`src/rtl/assert_macros.svh`:
```
// Assertion macros used by the allocator core.
`ifndef ASSERT_MACROS_SVH
`define ASSERT_MACROS_SVH
`ifndef NO_ASSERTIONS
`define ARA_ASSERT(label, clk, rst, prop, msg) \
  label: assert property (@(posedge clk) disable iff (rst) prop) else $error(msg);
`define ARA_ASSERT_ALWAYS(label, clk, prop, msg) \
  label: assert property (@(posedge clk) prop) else $error(msg);
`else
`define ARA_ASSERT(label, clk, rst, prop, msg)
`define ARA_ASSERT_ALWAYS(label, clk, prop, msg)
`endif
`endif

```
`src/rtl/ara_pkg.sv`:
```
// Package: types, codes and defaults of the address region allocator.
package ara_pkg;

  localparam int unsigned DEF_TABLE_ENTRIES = 32;
  localparam int unsigned DEF_PAGE_BYTES    = 4096;
  localparam logic [31:0] LOW_END_MIN       = 32'h0000_4000;

  localparam logic [31:0] RST_BASE_START = 32'd3221225472;
  localparam logic [31:0] RST_FREE_START = 32'd3225419776;
  localparam logic [31:0] RST_FREE_END   = 32'd4290772992;
  localparam logic [5:0]  RST_RESERVE    = 6'd2;

  typedef enum logic [2:0] {
    REG_BASE_START = 3'd0,
    REG_FREE_START = 3'd1,
    REG_FREE_END   = 3'd2,
    REG_RESERVE    = 3'd3
  } reg_idx_t;

  typedef enum logic [1:0] {
    OP_ALLOC = 2'd0,
    OP_FREE  = 2'd1,
    OP_FIND  = 2'd2,
    OP_NONE  = 2'd3
  } op_t;

  typedef enum logic [1:0] {
    STAT_OK      = 2'd0,
    STAT_NOFIT   = 2'd1,
    STAT_NOSPARE = 2'd2,
    STAT_NOTUSED = 2'd3
  } stat_t;

  typedef enum logic [1:0] {
    ST_UNUSED = 2'd0,
    ST_FREE   = 2'd1,
    ST_USED   = 2'd2
  } ent_state_t;

  typedef enum logic [3:0] {
    S_INIT0, S_INIT1, S_IDLE, S_ROUND, S_ARD, S_AEVAL, S_ADECIDE,
    S_WRBEST, S_FRD, S_FEVAL, S_MRD, S_MEVAL, S_MDONE, S_DONE
  } seq_t;

  typedef struct packed {
    logic        done;
    logic        ovf;
    logic [31:0] size;
  } round_res_t;

endpackage

```
`src/rtl/ara_round.sv`:
```
// Page round-up unit: reciprocal multiply for the page remainder, then add the page complement.
module ara_round #(
  parameter int unsigned PAGE_BYTES = ara_pkg::DEF_PAGE_BYTES
) (
  input  logic                 clk,
  input  logic                 rst,
  input  logic                 go,
  input  logic [31:0]          req,
  output ara_pkg::round_res_t  res
);

  localparam int unsigned     LG    = $clog2(PAGE_BYTES);
  localparam int unsigned     SH1   = (LG > 0) ? 1 : 0;
  localparam int unsigned     SH2   = (LG > 0) ? LG - 1 : 0;
  localparam longint unsigned MFULL = ((64'd1 << (32 + LG)) / 64'(PAGE_BYTES)) + 64'd1;
  localparam logic [31:0]     MLO   = 32'(MFULL - (64'd1 << 32));
  localparam logic [31:0]     PV    = 32'(PAGE_BYTES);

  logic [1:0]  ph;
  logic        done_r;
  logic [31:0] req_r;
  logic [31:0] t1;
  logic [31:0] quo;
  logic [31:0] quo_next;
  logic [31:0] qd;
  logic [31:0] rem;
  logic [63:0] prod;
  logic [31:0] adj;
  logic [32:0] sum;

  assign prod     = {32'd0, req_r} * {32'd0, MLO};
  assign quo_next = (t1 + ((req_r - t1) >> SH1)) >> SH2;
  assign qd       = quo * PV;

  always_ff @(posedge clk) begin
    if (rst) begin
      ph     <= '0;
      done_r <= 1'b0;
    end else begin
      done_r <= 1'b0;
      if (go) begin
        req_r <= req;
        ph    <= 2'd1;
      end else begin
        unique case (ph)
          2'd1: begin
            t1 <= prod[63:32];
            ph <= 2'd2;
          end
          2'd2: begin
            quo <= quo_next;
            ph  <= 2'd3;
          end
          2'd3: begin
            rem    <= req_r - qd;
            done_r <= 1'b1;
            ph     <= 2'd0;
          end
          default: ;
        endcase
      end
    end
  end

  assign adj      = (rem == '0) ? '0 : PV - rem;
  assign sum      = {1'b0, req_r} + {1'b0, adj};
  assign res.done = done_r;
  assign res.ovf  = sum[32];
  assign res.size = sum[31:0];

endmodule
```
`config.mk`:
```
export PLATFORM = sky130hd
export DESIGN_NAME = ara_round
export DESIGN_NICKNAME = d
export VERILOG_FILES = /design/src/rtl/assert_macros.svh /design/src/rtl/ara_pkg.sv /design/src/rtl/ara_round.sv
export SDC_FILE = /design/constraint.sdc
export NUM_CORES = 1
export LEC_CHECK = 0
export ABC_AREA = 0
export BUFFER_PORTS_ARGS = -buffer_cell sky130_fd_sc_hd__buf_2
export CORE_UTILIZATION = 53
export CTS_CLUSTER_SIZE = 20
export DETAILED_ROUTE_END_ITERATION = 10
export HOLD_SLACK_MARGIN = 0.06
export PLACE_DENSITY = 0.73
export SYNTH_ARGS = -nofsm -noshare
export SYNTH_HDL_FRONTEND = slang
export SYNTH_SLANG_ARGS = --single-unit
```
`constraint.sdc`:
```
create_clock -name clk -period 6.1 [get_ports clk]
set_clock_uncertainty 0.15 [all_clocks]
set_input_delay 0.915 -clock clk [delete_from_list [all_inputs] [get_ports clk]]
set_output_delay 0.915 -clock clk [all_outputs]
set_load 0.01 [all_outputs]
```
### Yosys cells after proc, flatten, opt, wreduce, memory -nomap -nowiden

Cells that the tools add are included.

* add/subtract/negate cells: 3
* equal/unequal tests: 3
* muxes and demuxes: 4
* bitwise operators: 2
* reductions and logical operators: 7

Operators with widths (number)
* 32-bit by 32-bit adder with 33-bit output: 1
* 32-bit zero test: 1
* 32-bit 2-to-1 mux: 1
* 13-bit by 32-bit subtractor with 32-bit output, first input constant: 1
* 32-bit subtractor: 1
* 2-bit case mux with 3 select lines: 1
* 3-bit AND reduction: 2
* 2-bit equality test, second input constant: 2
* 4-bit nonzero test: 1
* 3-bit nonzero test: 1
* 2-bit by 1-bit equality test with 1-bit output, second input constant: 1
* 1-bit 2-to-1 mux: 2
* 1-bit inverter: 2
* 2-bit AND reduction: 1
* 2-bit OR reduction: 1

* register bits after elaboration: 87
* word-level logic and storage cells: 25

### Depth between registers and ports, before layout

* depth after elaboration: 3
* gate-level depth with buffers: 17
* depth with buffers taken out: 16

### Worst setup path after synthesis

Ideal clock, no wire load.

* path kind: reg2out
* from: register rem[17]
* to: output port res[32] (netlist name)
* arrival: 3.922 ns
* data required time: 5.035 ns
* setup slack: 1.113 ns
* cell stages (with the launch flop): 16
* buffers on the path: 0
* path through: edfxtp_1 or4_4 or3_4 nor3_4 nand3b_1 nor3_4 nor2_1 ha_1 fa_1 a211oi_1 nor3_1 o211ai_1 nand3_1 nor2_1 o31ai_1 a221o_1

RTL lines
* start, declared: line ara_round.sv:26 `logic [31:0] rem;`
* start signal, assigned: line ara_round.sv:55 `rem <= req_r - qd;`
* end, declared: line ara_round.sv:9 `output ara_pkg::round_res_t res`

==> impl_results.md <==
* Root buffer cell: clkbuf_16
* Remaining DRCs at 0
* Period utilisation layout at 95.5%
* Syn Inst Count at 603
* Detail Route Antenna Nets at 0
* Synth Area per Inst at 10.1 µm²
* Max-slew violation count at 0
* Total global routing overflow at 0
* Clk_lat worst skew at 0.35 ns
* Final #Nets at 771
* Leakage power at 2.81 nW
* Crit Path Class: register to output pin
* Critical Path RT at 5.03 ns
* Iteration-0 DRC Markers at 251
* Placed Instances at 806
* CP Launch Type: register
* Synth Flop Type: edfxtp_1
* PwrDens at 227 mW/mm²
* Post-DP HPWL at 10.6 mm
* Routability Congestion at 0.919
* CTS Buf Count at 9
* Global-route wire length before repair at 21.3 mm
* Critical path buffers and inverters at 2
* Initial antenna violation count at 0
* Core area at 0.0110 mm²
* Cell chain of the critical path: or4_4 -> or3_4 -> nor3_4 -> nand3b_1 -> nor3_4 -> buf_4 -> nor2_1 -> ha_1 -> nand2_1 -> a2111oi_0 -> o21ai_1 -> a31oi_1 -> nor4bb_1 -> a211o_1 -> buf_2
* Die width at 109 µm
* Vias in the first global route at 4628
* DRT Wirelength at 13.4 mm
* H-tree levels at 3
* CP most frequent cell: nor3_4
* # rows at 38
* Clock slew at reported path FFs at 0.07 ns
* Worst setup EP type: output pin
* Crit path max fanout at 7
* Worst slew pin tran at 0.743 ns
* CTS tree: done
* CP max-delay cell: or4_4
* Arr. time, crit path at 4.76 ns
* I/O pin count at 69
* Die area at 0.0119 mm²
* Share of cells above drive strength 1 at 16.1%
* Number of inserted diodes at 0
* Vias per cell at 5.80
* Setup TNS at 0 ns
* #FFs+latches synth at 87
* Starting Density at 55.3%
* Drt pass-1 iters at 4
* Hold WC Path Type: register to register
* Place WS at 0.502 ns
* Maximum clock frequency at 172 MHz
* Post-synthesis instance area at 0.00607 mm²
* Final hold viol count at 0
* Drt wl/cell at 16.3 µm
* Synth Warn # at 0
* Critical Path Max Stage Delay at 0.56 ns
* Max Buffers Root-to-Sink at 2
* Post-synth cell types at 60
* Final Critical Period at 5.83 ns
* Async SR Flop Fraction at 0%
* Via Count at 4777
* RSZ-0062 raised after global routing: yes
* Max Cap Violations at 0
* Largest net degree at the start of global routing at 33
* Clock sinks at 87
* Status: finished clean
* Synth-to-layout area growth at 14.4%
* Crit-path leading delay family: simple AND/OR/NAND/NOR gates
* Sequential share of the synthesized area at 42.5%
* Layout Cells excl Fill at 823
* Buffers added on ports at 68
* Total power at 1.58 mW
* Die height at 109 µm
* Post-synthesis net count at 696
* Relative slew slack at 50.4%
* Peak VDD IR at 0.245 mV
* Setup-failing EPs final at 0
* Worst Slack Setup Final at 0.275 ns
* Number of flops mapped to enable cells by yosys at 84
* GRT Util Overall at 23.9%
path summary, 6_finish.rpt:
check	startpoint	end	slack, ns	depth (start not counted)
worst max-delay path	rem[17]	res[31]	0.27	15
worst min-delay path	req_r[0]	rem[0]	0.32	0
worst max register to register	req_r[12]	rem[30]	3.20	10
worst min register to register	req_r[0]	rem[0]	0.32	0
kinds of logic (layout without fill, tap and decap cells):
family | count (synthesis) | count (layout) | share of synthesized area [%]
flip-flops | 87 | 87 | 42.5
XOR/XNOR | 69 | 69 | 9.95
buffers and inverters | 47 | 127 | 2.97
AND/OR/NAND/NOR | 191 | 191 | 16.6
multiplexers | 2 | 2 | 0.330
adder cells (fa/ha/maj) | 58 | 58 | 12.2
AO/OA/AOI/OAI | 149 | 149 | 15.5
where the power goes:
group	total [mW]	leakage (nW)	switching [mW]	internal, mW
combinational	0.282	1.86	0.162	0.121
sequential	0.698	0.793	0.0166	0.681
clock	0.599	0.158	0.235	0.364
per-stage QoR:
step	area (µm²)	hold slack, ns	util (%)
after detailed placement	6600	0.302	60.1
after global routing	6950	0.322	63.2
after global placement	6600	0.305	60.1
after CTS	6930	0.317	63.1
final	6950	0.318	63.2
after floorplan	6070	0.283	-
cells in the final DEF, fill, tap and decap left out, types with 8 or more instances in the layout:
cell / instances
a21oi_1: 48
buf_2: 68
ha_1: 56
edfxtp_1: 84
inv_1: 37
o21ai_0: 30
nand2_1: 44
xnor2_1: 42
nor2_1: 49
xor2_1: 27
nand2b_1: 10
a21o_1: 15
nor3_1: 17
a31oi_1: 8
clkbuf_16: 9
cell type report:
class / instances / area [µm²]
multi-input combinational: 469 / 3340
clock inverter: 7 / 103
sequential: 87 / 2580
tap: 140 / 175
fill: 920 / 4040
inverter: 37 / 139
clock buffer: 9 / 225
timing repair buffer: 74 / 385
registers in the layout, indices dropped and copies added, names as in the netlist:
register and flops:
rem 32, req_r 32, quo 20, ph 2, done_r 1
synthesized netlist by cell type, types with 7 or more instances:
cell	instances	area share, %
edfxtp_1	84	42
ha_1	56	12
nor2_1	51	3.2
a21oi_1	48	4.0
nand2_1	44	2.7
xnor2_1	42	6.1
inv_1	37	2.3
o21ai_0	30	2.5
xor2_1	27	3.9
nor3_1	17	1.4
a21o_1	15	1.9
nand2b_1	10	1.0
clkbuf_1	9	0.56
a31oi_1	8	0.82
nand3_1	8	0.66
nand4_1	7	0.72
nor2b_1	7	0.72
routing by layer:
layer | wire [µm] | up-vias | global-route usage [%]
li1 | - | 2383 | -
met1 | 5920 | 2254 | 28.3
met2 | 6580 | 110 | 41.2
met3 | 484 | 30 | 5.08
met4 | 395 | 0 | 11.4
met5 | 0 | - | 0
timing repair:
action	CTS	global route
endpoints found under the setup margin	0	6
buffers inserted	0	1
hold buffers	0	0
resized for setup	0	4
Note: power is estimated with default switching activity, not from simulation.
